<file path="src/spf_pkg.sv">
`default_nettype none
package spf_pkg;

  // SLIP framing codes
  localparam logic [7:0] FEND     = 8'hC0;
  localparam logic [7:0] FESC     = 8'hDB;
  localparam logic [7:0] FESC_END = 8'hDC;
  localparam logic [7:0] FESC_ESC = 8'hDD;

  localparam logic [15:0] CRC_INIT = 16'hFFFF;

  // Input command codes
  localparam logic CMD_HEADER  = 1'b0;
  localparam logic CMD_PAYLOAD = 1'b1;

  localparam int unsigned QDEPTH = 2;
  localparam int unsigned QPTRW  = $clog2(QDEPTH);
  localparam int unsigned QCNTW  = $clog2(QDEPTH + 1);

  // One queued job: a header (four bytes) or a payload byte (byte 0)
  typedef struct packed {
    logic            is_hdr;
    logic            close;
    logic [3:0][7:0] hb;
  } spf_entry_t;

  // Reflected CRC-16 nibble table, polynomial 0x8408
  function automatic logic [15:0] nib_tab(input logic [3:0] n);
    logic [15:0] t;
    case (n)
      4'h0:    t = 16'h0000;
      4'h1:    t = 16'h1081;
      4'h2:    t = 16'h2102;
      4'h3:    t = 16'h3183;
      4'h4:    t = 16'h4204;
      4'h5:    t = 16'h5285;
      4'h6:    t = 16'h6306;
      4'h7:    t = 16'h7387;
      4'h8:    t = 16'h8408;
      4'h9:    t = 16'h9489;
      4'hA:    t = 16'ha50a;
      4'hB:    t = 16'hb58b;
      4'hC:    t = 16'hc60c;
      4'hD:    t = 16'hd68d;
      4'hE:    t = 16'he70e;
      default: t = 16'hf78f;
    endcase
    return t;
  endfunction

  // Fold one byte into the running CRC, low nibble first
  function automatic logic [15:0] crc_byte(input logic [15:0] c, input logic [7:0] b);
    logic [15:0] c1;
    logic [15:0] c2;
    c1 = {4'h0, c[15:4]} ^ nib_tab(c[3:0] ^ b[3:0]);
    c2 = {4'h0, c1[15:4]} ^ nib_tab(c1[3:0] ^ b[7:4]);
    return c2;
  endfunction

  function automatic logic [15:0] bit_rev16(input logic [15:0] c);
    logic [15:0] r;
    for (int i = 0; i < 16; i++) begin
      r[i] = c[15 - i];
    end
    return r;
  endfunction

endpackage
`default_nettype wire

</file>
<file path="src/slip_packet_framer_crc16_top.sv">
`default_nettype none
// Channel   Handshake            Payload
// in        in_valid/in_ready    command, header fields, data byte
// out       out_valid/out_ready  out_byte, frame_end, last_of_run
// cfg       cfg_we               cfg_wdata (crc_enable)
//
// One line byte leaves the serializer per cycle while out_ready holds: a header item
// gives 5 to 14 line bytes, a payload item 1 or 2, plus up to 5 when it closes the frame.
// The front takes one item per cycle while the two-entry queue has room.
// Reset is synchronous and active low; crc_enable clears to 0.
// Output stalls hold the output register and back up through the queue.
module slip_packet_framer_crc16_top
  import spf_pkg::*;
(
  input  wire logic        clk,
  input  wire logic        rst_n,
  input  wire logic        cfg_we,
  input  wire logic        cfg_wdata,
  input  wire logic        in_valid,
  output logic             in_ready,
  input  wire logic        in_command,
  input  wire logic [2:0]  in_seq_num,
  input  wire logic [2:0]  in_ack_num,
  input  wire logic        in_crc_flag,
  input  wire logic        in_reliable,
  input  wire logic [3:0]  in_protocol_id,
  input  wire logic [11:0] in_payload_len,
  input  wire logic [7:0]  in_data_byte,
  output logic             out_valid,
  input  wire logic        out_ready,
  output logic [7:0]       out_byte,
  output logic             out_frame_end,
  output logic             out_last_of_run
);

  logic       crc_en_r;
  logic       q_full, q_push, q_pop, q_valid;
  spf_entry_t q_wdata, q_head;

  // Hold the CRC enable register
  always_ff @(posedge clk) begin
    if (!rst_n) begin
      crc_en_r <= 1'b0;
    end else if (cfg_we) begin
      crc_en_r <= cfg_wdata;
    end
  end

  spf_front u_front (
    .clk            (clk),
    .rst_n          (rst_n),
    .crc_en         (crc_en_r),
    .in_valid       (in_valid),
    .in_ready       (in_ready),
    .in_command     (in_command),
    .in_seq_num     (in_seq_num),
    .in_ack_num     (in_ack_num),
    .in_crc_flag    (in_crc_flag),
    .in_reliable    (in_reliable),
    .in_protocol_id (in_protocol_id),
    .in_payload_len (in_payload_len),
    .in_data_byte   (in_data_byte),
    .q_full         (q_full),
    .q_push         (q_push),
    .q_data         (q_wdata)
  );

  spf_fifo u_fifo (
    .clk        (clk),
    .rst_n      (rst_n),
    .push       (q_push),
    .push_data  (q_wdata),
    .full       (q_full),
    .pop        (q_pop),
    .head_valid (q_valid),
    .head       (q_head)
  );

  spf_back u_back (
    .clk             (clk),
    .rst_n           (rst_n),
    .crc_en          (crc_en_r),
    .head_valid      (q_valid),
    .head            (q_head),
    .pop             (q_pop),
    .out_valid       (out_valid),
    .out_ready       (out_ready),
    .out_byte        (out_byte),
    .out_frame_end   (out_frame_end),
    .out_last_of_run (out_last_of_run)
  );

endmodule
`default_nettype wire

</file>
<file path="src/spf_front.sv">
`default_nettype none
module spf_front
  import spf_pkg::*;
(
  input  wire logic        clk,
  input  wire logic        rst_n,
  input  wire logic        crc_en,
  input  wire logic        in_valid,
  output logic             in_ready,
  input  wire logic        in_command,
  input  wire logic [2:0]  in_seq_num,
  input  wire logic [2:0]  in_ack_num,
  input  wire logic        in_crc_flag,
  input  wire logic        in_reliable,
  input  wire logic [3:0]  in_protocol_id,
  input  wire logic [11:0] in_payload_len,
  input  wire logic [7:0]  in_data_byte,
  input  wire logic        q_full,
  output logic             q_push,
  output spf_entry_t       q_data
);

  logic        frame_open_r, frame_open_nxt;
  logic [11:0] bytes_left_r, bytes_left_nxt;
  logic [11:0] left_dec;
  logic [7:0]  h0, h1, h2, h3;
  logic        take;

  assign in_ready = !q_full;
  assign take     = in_valid && in_ready;
  assign left_dec = bytes_left_r - 12'd1;

  // Build the header bytes and their check byte
  always_comb begin
    h0 = {in_reliable, in_crc_flag | crc_en, in_ack_num, in_seq_num};
    h1 = {in_payload_len[3:0], in_protocol_id};
    h2 = in_payload_len[11:4];
    h3 = 8'hFF - (h0 + h1 + h2);
  end

  // Classify the item and track frame progress
  always_comb begin
    frame_open_nxt = frame_open_r;
    bytes_left_nxt = bytes_left_r;
    q_push         = 1'b0;
    q_data.is_hdr  = 1'b0;
    q_data.close   = 1'b0;
    q_data.hb      = {h3, h2, h1, h0};
    if (in_command == CMD_HEADER) begin
      q_data.is_hdr = 1'b1;
      q_data.close  = (in_payload_len == 12'd0);
      if (take) begin
        q_push         = 1'b1;
        frame_open_nxt = (in_payload_len != 12'd0);
        bytes_left_nxt = in_payload_len;
      end
    end else begin
      q_data.hb    = {24'h000000, in_data_byte};
      q_data.close = (left_dec == 12'd0);
      // drop payload with no open frame
      if (take && frame_open_r) begin
        q_push         = 1'b1;
        bytes_left_nxt = left_dec;
        if (left_dec == 12'd0) begin
          frame_open_nxt = 1'b0;
        end
      end
    end
  end

  always_ff @(posedge clk) begin
    if (!rst_n) begin
      frame_open_r <= 1'b0;
      bytes_left_r <= 12'd0;
    end else begin
      frame_open_r <= frame_open_nxt;
      bytes_left_r <= bytes_left_nxt;
    end
  end

endmodule
`default_nettype wire

</file>
<file path="src/spf_fifo.sv">
`default_nettype none
module spf_fifo
  import spf_pkg::*;
(
  input  wire logic       clk,
  input  wire logic       rst_n,
  input  wire logic       push,
  input  wire spf_entry_t push_data,
  output logic            full,
  input  wire logic       pop,
  output logic            head_valid,
  output spf_entry_t      head
);

  spf_entry_t             store_r [QDEPTH];
  logic [QPTRW-1:0]       wr_ptr_r, rd_ptr_r;
  logic [QCNTW-1:0]       count_r;

  assign full       = (count_r == QCNTW'(QDEPTH));
  assign head_valid = (count_r != '0);
  assign head       = store_r[rd_ptr_r];

  // Write the entry at the tail
  always_ff @(posedge clk) begin
    if (push) begin
      store_r[wr_ptr_r] <= push_data;
    end
  end

  // Advance pointers and hold the fill count
  always_ff @(posedge clk) begin
    if (!rst_n) begin
      wr_ptr_r <= '0;
      rd_ptr_r <= '0;
      count_r  <= '0;
    end else begin
      if (push) begin
        wr_ptr_r <= (wr_ptr_r == QPTRW'(QDEPTH - 1)) ? '0 : wr_ptr_r + 1'b1;
      end
      if (pop) begin
        rd_ptr_r <= (rd_ptr_r == QPTRW'(QDEPTH - 1)) ? '0 : rd_ptr_r + 1'b1;
      end
      case ({push, pop})
        2'b10:   count_r <= count_r + 1'b1;
        2'b01:   count_r <= count_r - 1'b1;
        default: count_r <= count_r;
      endcase
    end
  end

endmodule
`default_nettype wire

</file>
<file path="src/spf_back.sv">
`default_nettype none
module spf_back
  import spf_pkg::*;
(
  input  wire logic       clk,
  input  wire logic       rst_n,
  input  wire logic       crc_en,
  input  wire logic       head_valid,
  input  wire spf_entry_t head,
  output logic            pop,
  output logic            out_valid,
  input  wire logic       out_ready,
  output logic [7:0]      out_byte,
  output logic            out_frame_end,
  output logic            out_last_of_run
);

  typedef enum logic [2:0] {
    PH_NEW,
    PH_SOF,
    PH_DATA,
    PH_CRC_HI,
    PH_CRC_LO,
    PH_EOF
  } phase_t;

  phase_t      ph_r, ph_nxt, eff_ph;
  logic [1:0]  idx_r, idx_nxt;
  logic        esc_r, esc_nxt;
  logic [15:0] crc_r, crc_nxt;
  logic [15:0] crc_rev;
  logic        out_valid_r, out_valid_nxt;
  logic [7:0]  out_byte_r, out_byte_nxt;
  logic        frame_end_r, frame_end_nxt;
  logic        last_r, last_nxt;
  logic [7:0]  raw, line_byte;
  logic        plain, special, done, fire, last_data;

  assign crc_rev   = bit_rev16(crc_r);
  assign fire      = head_valid && (!out_valid_r || out_ready);
  assign last_data = !head.is_hdr || (idx_r == 2'd3);

  always_comb begin
    if (ph_r == PH_NEW) begin
      eff_ph = head.is_hdr ? PH_SOF : PH_DATA;
    end else begin
      eff_ph = ph_r;
    end
  end

  // Select the raw byte for the current step
  always_comb begin
    plain = 1'b0;
    case (eff_ph)
      PH_SOF: begin
        raw   = FEND;
        plain = 1'b1;
      end
      PH_DATA:   raw = head.is_hdr ? head.hb[idx_r] : head.hb[0];
      PH_CRC_HI: raw = crc_rev[15:8];
      PH_CRC_LO: raw = crc_rev[7:0];
      PH_EOF: begin
        raw   = FEND;
        plain = 1'b1;
      end
      default: begin
        raw   = FEND;
        plain = 1'b1;
      end
    endcase
  end

  // Escape: delimiter and escape codes go out as two bytes
  always_comb begin
    special = !plain && ((raw == FEND) || (raw == FESC));
    if (special && !esc_r) begin
      line_byte = FESC;
      done      = 1'b0;
    end else if (special) begin
      line_byte = (raw == FEND) ? FESC_END : FESC_ESC;
      done      = 1'b1;
    end else begin
      line_byte = raw;
      done      = 1'b1;
    end
  end

  // Step the sequencer and load the output register
  always_comb begin
    ph_nxt        = ph_r;
    idx_nxt       = idx_r;
    esc_nxt       = esc_r;
    crc_nxt       = crc_r;
    out_valid_nxt = out_valid_r && !out_ready;
    out_byte_nxt  = out_byte_r;
    frame_end_nxt = frame_end_r;
    last_nxt      = last_r;
    pop           = 1'b0;
    if (fire) begin
      out_valid_nxt = 1'b1;
      out_byte_nxt  = line_byte;
      frame_end_nxt = (eff_ph == PH_EOF);
      esc_nxt       = special && !esc_r;
      case (eff_ph)
        PH_SOF: begin
          crc_nxt = CRC_INIT;
          idx_nxt = 2'd0;
          ph_nxt  = PH_DATA;
        end
        PH_DATA: begin
          if (done) begin
            crc_nxt = crc_byte(crc_r, raw);
            if (!last_data) begin
              idx_nxt = idx_r + 2'd1;
              ph_nxt  = PH_DATA;
            end else if (head.close) begin
              ph_nxt = crc_en ? PH_CRC_HI : PH_EOF;
            end else begin
              pop    = 1'b1;
              ph_nxt = PH_NEW;
            end
          end else begin
            ph_nxt = PH_DATA;
          end
        end
        PH_CRC_HI: ph_nxt = done ? PH_CRC_LO : PH_CRC_HI;
        PH_CRC_LO: ph_nxt = done ? PH_EOF : PH_CRC_LO;
        PH_EOF: begin
          pop    = 1'b1;
          ph_nxt = PH_NEW;
        end
        default: ph_nxt = PH_NEW;
      endcase
      last_nxt = pop;
    end
  end

  always_ff @(posedge clk) begin
    if (!rst_n) begin
      ph_r        <= PH_NEW;
      idx_r       <= 2'd0;
      esc_r       <= 1'b0;
      crc_r       <= CRC_INIT;
      out_valid_r <= 1'b0;
    end else begin
      ph_r        <= ph_nxt;
      idx_r       <= idx_nxt;
      esc_r       <= esc_nxt;
      crc_r       <= crc_nxt;
      out_valid_r <= out_valid_nxt;
    end
    out_byte_r  <= out_byte_nxt;
    frame_end_r <= frame_end_nxt;
    last_r      <= last_nxt;
  end

  assign out_valid       = out_valid_r;
  assign out_byte        = out_byte_r;
  assign out_frame_end   = frame_end_r;
  assign out_last_of_run = last_r;

endmodule
`default_nettype wire

</file>
<file path="config.mk">
export PLATFORM = sky130hd
export DESIGN_NAME = slip_packet_framer_crc16_top
export DESIGN_NICKNAME = d
export VERILOG_FILES = /design/src/spf_pkg.sv /design/src/slip_packet_framer_crc16_top.sv /design/src/spf_front.sv /design/src/spf_fifo.sv /design/src/spf_back.sv
export SDC_FILE = /design/constraint.sdc
export NUM_CORES = 1
export LEC_CHECK = 0
export ABC_AREA = 1
export BUFFER_PORTS_ARGS = -buffer_cell sky130_fd_sc_hd__buf_4
export CAP_MARGIN = 10
export CELL_PAD_IN_SITES_DETAIL_PLACEMENT = 1
export CELL_PAD_IN_SITES_GLOBAL_PLACEMENT = 2
export CORE_MARGIN = 2
export CORE_UTILIZATION = 40
export CTS_CLUSTER_DIAMETER = 100
export DETAILED_ROUTE_END_ITERATION = 8
export HOLD_SLACK_MARGIN = 0.03
export PLACE_DENSITY = 0.81
export SLEW_MARGIN = 20
export SYNTH_ARGS = -nofsm -noshare
export SYNTH_HDL_FRONTEND = slang
export SYNTH_SLANG_ARGS = --single-unit
</file>
<file path="constraint.sdc">
create_clock -name clk -period 6.4 [get_ports clk]
set_clock_uncertainty 0.05 [all_clocks]
set_input_delay 0.64 -clock clk [delete_from_list [all_inputs] [get_ports clk]]
set_output_delay 0.64 -clock clk [all_outputs]
set_load 0.005 [all_outputs]
</file>
After elaboration in Yosys (flattened, before gate mapping)
Memories as Yosys holds them, arrays and structs flattened. A register that Yosys moved wholly into a read port is not among the register bits. Cells that the tools add are included.

Bits in registers: 51. Memory bits (writable): 68. ROM bits: 384. Input port bits: 39. Output and inout bits: 12. Logic and storage cells: 126. Memories: 3.

Memory list: (no name shown) (depth 16, width 12, rd ports 1, clocked after memory_dff 0, write ports 0, RTL line spf_pkg.sv:30) `case (n)`; (no name shown) (depth 16, width 12, rd ports 1, clocked after memory_dff 0, write ports 0, RTL line spf_pkg.sv:30); u_fifo.store_r (depth 2, width 34, rd ports 1, clocked after memory_dff 1, write ports 1, RTL line spf_fifo.sv:15) `spf_entry_t store_r [QDEPTH];`.

$add $sub $neg: 9. Magnitude comparators: 1. Equality and inequality tests: 15. Multiplexer cells: 52. Bitwise operators: 5. Reduce and logical (&&, ||, !) cells: 27.

Operator list (count): 16-bit two-way mux (7); 12-bit two-way mux (3); 32-bit two-way mux (1); 16-bit case mux with 2 select lines (1); 12-bit by 16-bit XOR with 16-bit output (2); 12-bit logical NOT (2); 8-bit two-way mux (3); 8-bit case mux with 3 select lines (1); 1-bit two-way mux (22); 3-bit two-way mux (6); 8-bit adder (2); 8-bit binary-select mux with 2-bit select (1); 8-bit equality test, second input constant (2); 3-bit case mux with 4 select lines (1); 12-bit nonzero test (1); 12-bit by 1-bit subtractor with 12-bit output, second input constant (1); 2-bit case mux with 2 select lines (2); 2-bit nonzero test (4); 8-bit subtractor, first input constant (1); 4-bit XOR (2); 2-bit equality test, second input constant (3); 3-bit by 2-bit equality test with 1-bit output, second input constant (2); 3-bit equality test, second input constant (2); 1-bit logical AND (6); other kinds (18) (31).

Depth between registers and ports, before layout
An unclocked memory read counts as a cell.

Word-level depth: 20. Gate-level depth with buffers: 23. Depth with buffers taken out: 22.

Modules after synthesis
From an unflattened synthesis, not the netlist that was laid out.

Cell total of the unflattened synthesis: 778. Area, all modules: 6897.9 µm².

By module, submodules not included: spf_fifo (instances 1, cells an instance 141, area an instance 2835.2 µm², seq. area each 2142.1 µm²); spf_back (instances 1, cells an instance 367, area an instance 2349.8 µm², seq. area each 760.7 µm²); spf_front (instances 1, cells an instance 264, area an instance 1671.6 µm², seq. area each 260.2 µm²); slip_packet_framer_crc16_top (instances 1, cells an instance 6, area an instance 41.3 µm², seq. area each 20.0 µm²).

Worst setup path before layout
OpenSTA, ideal clock, no wires.

Kind: input port to flip-flop. Start: in in_command. End: mem u_fifo.store_r[1][0] in the netlist's numbering, enable pin. Setup time: 427 ps. Arrival time: 2842 ps. Required time: 5923 ps. Slack: 3082 ps. Stages: 5. Buffers on the path: 2. Cell sequence: clkbuf_1 inv_1 o211ai_1 clkbuf_1 nor2_1.

Word-level cells in the longest chain between the ends: 3.

RTL lines: from (decl) (RTL line slip_packet_framer_crc16_top.sv:21) `input wire logic in_command,`; 1-bit two-way mux (RTL line spf_front.sv:49) `if (in_command == CMD_HEADER) begin`; 1-bit two-way mux (RTL line spf_fifo.sv:25) `if (push) begin`; 1-bit two-way mux (implied by the code) (RTL line spf_fifo.sv:26) `store_r[wr_ptr_r] <= push_data;`; to (decl) (RTL line spf_fifo.sv:15).

Every way passes these cells.

==> summary.md <==
| Metric | Value |
|---|---|
| IO Count | `51` |
| Seq cells post-synth | `120` |
| Setup TNS Final | `0 ns` |
| DRC violations left | `0` |
| Data arrival, critical path | `4.05 ns` |
| Initial antenna violation count | `0` |
| PnR worst setup slack | `about 2.6 ns` |
| Final hold vios | `0` |
| Worst setup path class | `reg2reg` |
| Worst VDD drop | `about 190 µV` |
| Core region area | `15900 µm²` |
| Max-Cap Viols | `0` |
| Yosys cell types | `44` |
| LEAKAGE | `roughly 0.0033 µW` |
| RSZ-0062 raised after global routing | `no` |
| CP Max Fanout | `35` |
| H-tree levels | `4` |
| Pre-CTS WS | `2.64 ns` |
| Slew Viols, Final | `0` |
| PwrDens | `335 nW/µm²` |
| TritonRoute pass-1 iters | `5` |
| Most used DFF post-synth | `edfxtp_1` |
| Chip height | `~130 µm` |
| Cell count after synthesis | `between 700 and 800` |
| Outcome | `completed` |
| Max stage delay on crit path | `about 0.51 ns` |
| Critical Path End Type | `register` |
| Hold Path Class | `in2reg` |
| Root Buffer | `clkbuf_16` |
| Chip width | `roughly 130 µm` |
| CP required | `between 6 and 7 ns` |
| GRT busiest layer | `met2` |
| F_max | `265 MHz` |
| Synth Area per Inst | `8.62 µm²` |
| Crit-path cells | `buf_4, inv_4, nand2_4, nand2_4, o211ai_4, inv_2, nand3_1, nand2_1, nand2_1, nor2_1, nand2_1, nand2_4, nand3_4, nand3_1, a21oi_1, ha_1, a21oi_1, o21ai_0, o21ai_0, a21oi_1` |
| Final setup fails | `0` |
| Ant. Diodes | `0` |
| PostCTS Resize Cnt | `0` |
| Async S/R FF share, synth | `0%` |
| Mapped cell area | `6540 µm²` |
| Syn_nets | `817` |
| Worst-Margin Slew | `between 0.9 and 1 ns` |
| Commonest non-fill, non-tap cell in the layout | `nand2_1` |
| RD Place Congestion | `approximately 0.85` |
| Layout cells sized above 1 | `about 15%` |
| Synth warn | `0` |
| HPWL Detailed | `roughly 13000 µm` |
| CP Launch Type | `register` |
| Met2 usage | `between 30% and 40%` |
| Post-synth EDFFs | `78` |
| Drt initial violations | `roughly 340` |
| Grt total ovfl | `0` |
| Starting density of the core | `41.0%` |
| TritonCTS clock tree | `done` |
| Drt total wl | `about 18000 µm` |
| Row Count | `46` |
| Die ar. | `between 15000 and 20000 µm²` |
| PortBufs | `50` |
| Largest net degree at the start of global routing | `45` |
| Overall Global Routing Usage | `a little over a fifth` |
| Post-synthesis sequential area ratio | `48.7%` |
| Grt met1 use | `28.1%` |
| Clock sinks | `between 100 and 150` |
| Post-CTS Hold Fix Bufs | `0` |
| Most frequent cells in the layout | `nand2_1 (166), inv_1 (92), nor2_1 (81), edfxtp_1 (78), nand3_1 (75)` |
| Skew-Pair Late Insertion Delay | `about 0.43 ns` |
| WL/cell | `between 15 and 20 µm` |
| Post-DRT Antenna Nets | `0` |
| Vias | `5295` |
| Hold_ws | `approximately 0.4 ns` |
| P&R area growth vs syn | `17.5%` |
| Slew HR | `37.5%` |
| Min Tclk post-route | `about 3.8 ns` |
| GRT met3 Usage | `under 10%` |
| First-pass GRT wire length | `roughly 30000 µm` |
| Clock Pin Slew Worst Setup and Hold Paths | `0.06 ns` |
| Final Util | `between 40% and 50%` |
| Max clock buf depth | `2` |
| Final layout net count | `~860` |
| # Post-CTS Setup Buffers | `0` |
| Vias in the first global route | `roughly 5600` |
| Slowest cell on the critical path | `o211ai_4` |
| CTS Buf Count | `17` |
| Period utilization | `59.0%` |
| Vias per Instance | `between 5 and 6` |
## logic make-up (layout without fill, tap and decap cells)
kind of cell / Yosys count / count (layout) / synth area share, %
AO/OA/AOI/OAI: 111 / 111 / 11.2
XOR/XNOR: 26 / 26 / 3.48
adder cells (fa/ha/maj): 20 / 20 / 4.63
buffers and inverters: 127 / 184 / 8.27
flip-flops: 120 / 120 / 48.7
AND/OR/NAND/NOR: 354 / 354 / 23.7
## path summary, 6_finish.rpt
check,start,cells after the start,end,slack [ns]
worst min-delay path,cfg_wdata,3,crc_en_r$_SDFFE_PN0P_,0.39
worst max register to register,register,20,u_fifo.count_r[1]$_SDFFE_PN0P_,2.62
worst max-delay path,register,20,u_fifo.count_r[1]$_SDFFE_PN0P_,2.62
worst min register to register,u_back.crc_r[5]$_SDFFE_PN1P_,2,u_back.crc_r[5]$_SDFFE_PN1P_,0.43
## cells in the mapped netlist (2+ instances only)
cell type  count  area, µm²
a211oi_1       4       30.0
a21oi_1       34        170
a21oi_2        2       17.5
a221oi_1       6       52.6
a31oi_1        2       12.5
buf_1          2       7.51
buf_2          6       30.0
buf_4          3       22.5
buf_6          5       56.3
clkbuf_1      13       48.8
dfxtp_1       42        841
edfxtp_1      78       2340
fa_1           7        140
ha_1          13        163
inv_1         92        345
inv_2          3       11.3
inv_4          3       18.8
nand2_1      166        623
nand2_4        5       56.3
nand3_1       75        375
nand3_2        2       20.0
nand4_1        5       31.3
nor2_1        83        312
nor2_2         2       12.5
nor3_1         9       45.0
o211ai_1       2       15.0
o211ai_2       9        113
o21ai_0       33        165
o21ai_1        2       10.0
o21ai_2        2       17.5
o22ai_1        7       43.8
o31ai_1        4       30.0
or2_2          2       12.5
xnor2_1        8       70.1
xor2_1        18        158
## worst max-delay path, delay by kind of cell, from the launching register on
kind	cells	cell delay [ns]
AOI/OAI and AO/OA	6	1.12
adders and majority gates	1	0.27
buffers and inverters	3	0.84
DFF	1	0.30
and+or+nand+nor	10	1.03
## sequential cells by signal, indices dropped and copies added, names as in the netlist, named ones only
register                count
crc_en_r                    1
u_front.frame_open_r        1
u_fifo.rd_ptr_r             1
u_back.idx_r                2
u_fifo.count_r              2
u_back.ph_r                 3
u_fifo.store_r             68
u_front.bytes_left_r       12
u_back.out_byte             8
u_back.crc_r               16
u_back.out_last_of_run      1
u_back.out_valid            1
u_fifo.wr_ptr_r             1
u_back.esc_r                1
u_back.out_frame_end        1
## through the flow
step	total power, µW	cells	cell area [µm²]
6_report	2570	1031	7680
5_1_grt	2710	1031	7680
4_1_cts	2590	1031	7680
3_5_place_dp	1570	999	7050
3_3_place_gp	1550	999	7050
2_1_floorplan	1400	758	6540
## where the power goes
part / total (µW) / switching, µW / internal (µW)
registers: 950 / 42.5 / 907
clock network: 1020 / 371 / 648
logic: 605 / 399 / 205
total: 2570 / 813 / 1760
## metal layers
layer  routed length (µm)  part of all wire [%]
met1                 8460                    47
met2                 8770                    48
met3                  486                   2.7
met4                  395                   2.2
met5                    0                     0
## final cells by class
| class | instances | area [µm²] |
|---|---|---|
| fillers | 1908 | 8260 |
| flip-flops and latches | 120 | 3180 |
| multi-input cells | 511 | 2820 |
| clock buffers | 19 | 464 |
| repair buffers | 54 | 405 |
| inverters | 98 | 375 |
| well taps | 216 | 270 |
| clock inverters | 13 | 166 |
Note: power is estimated with default switching activity, not from simulation.
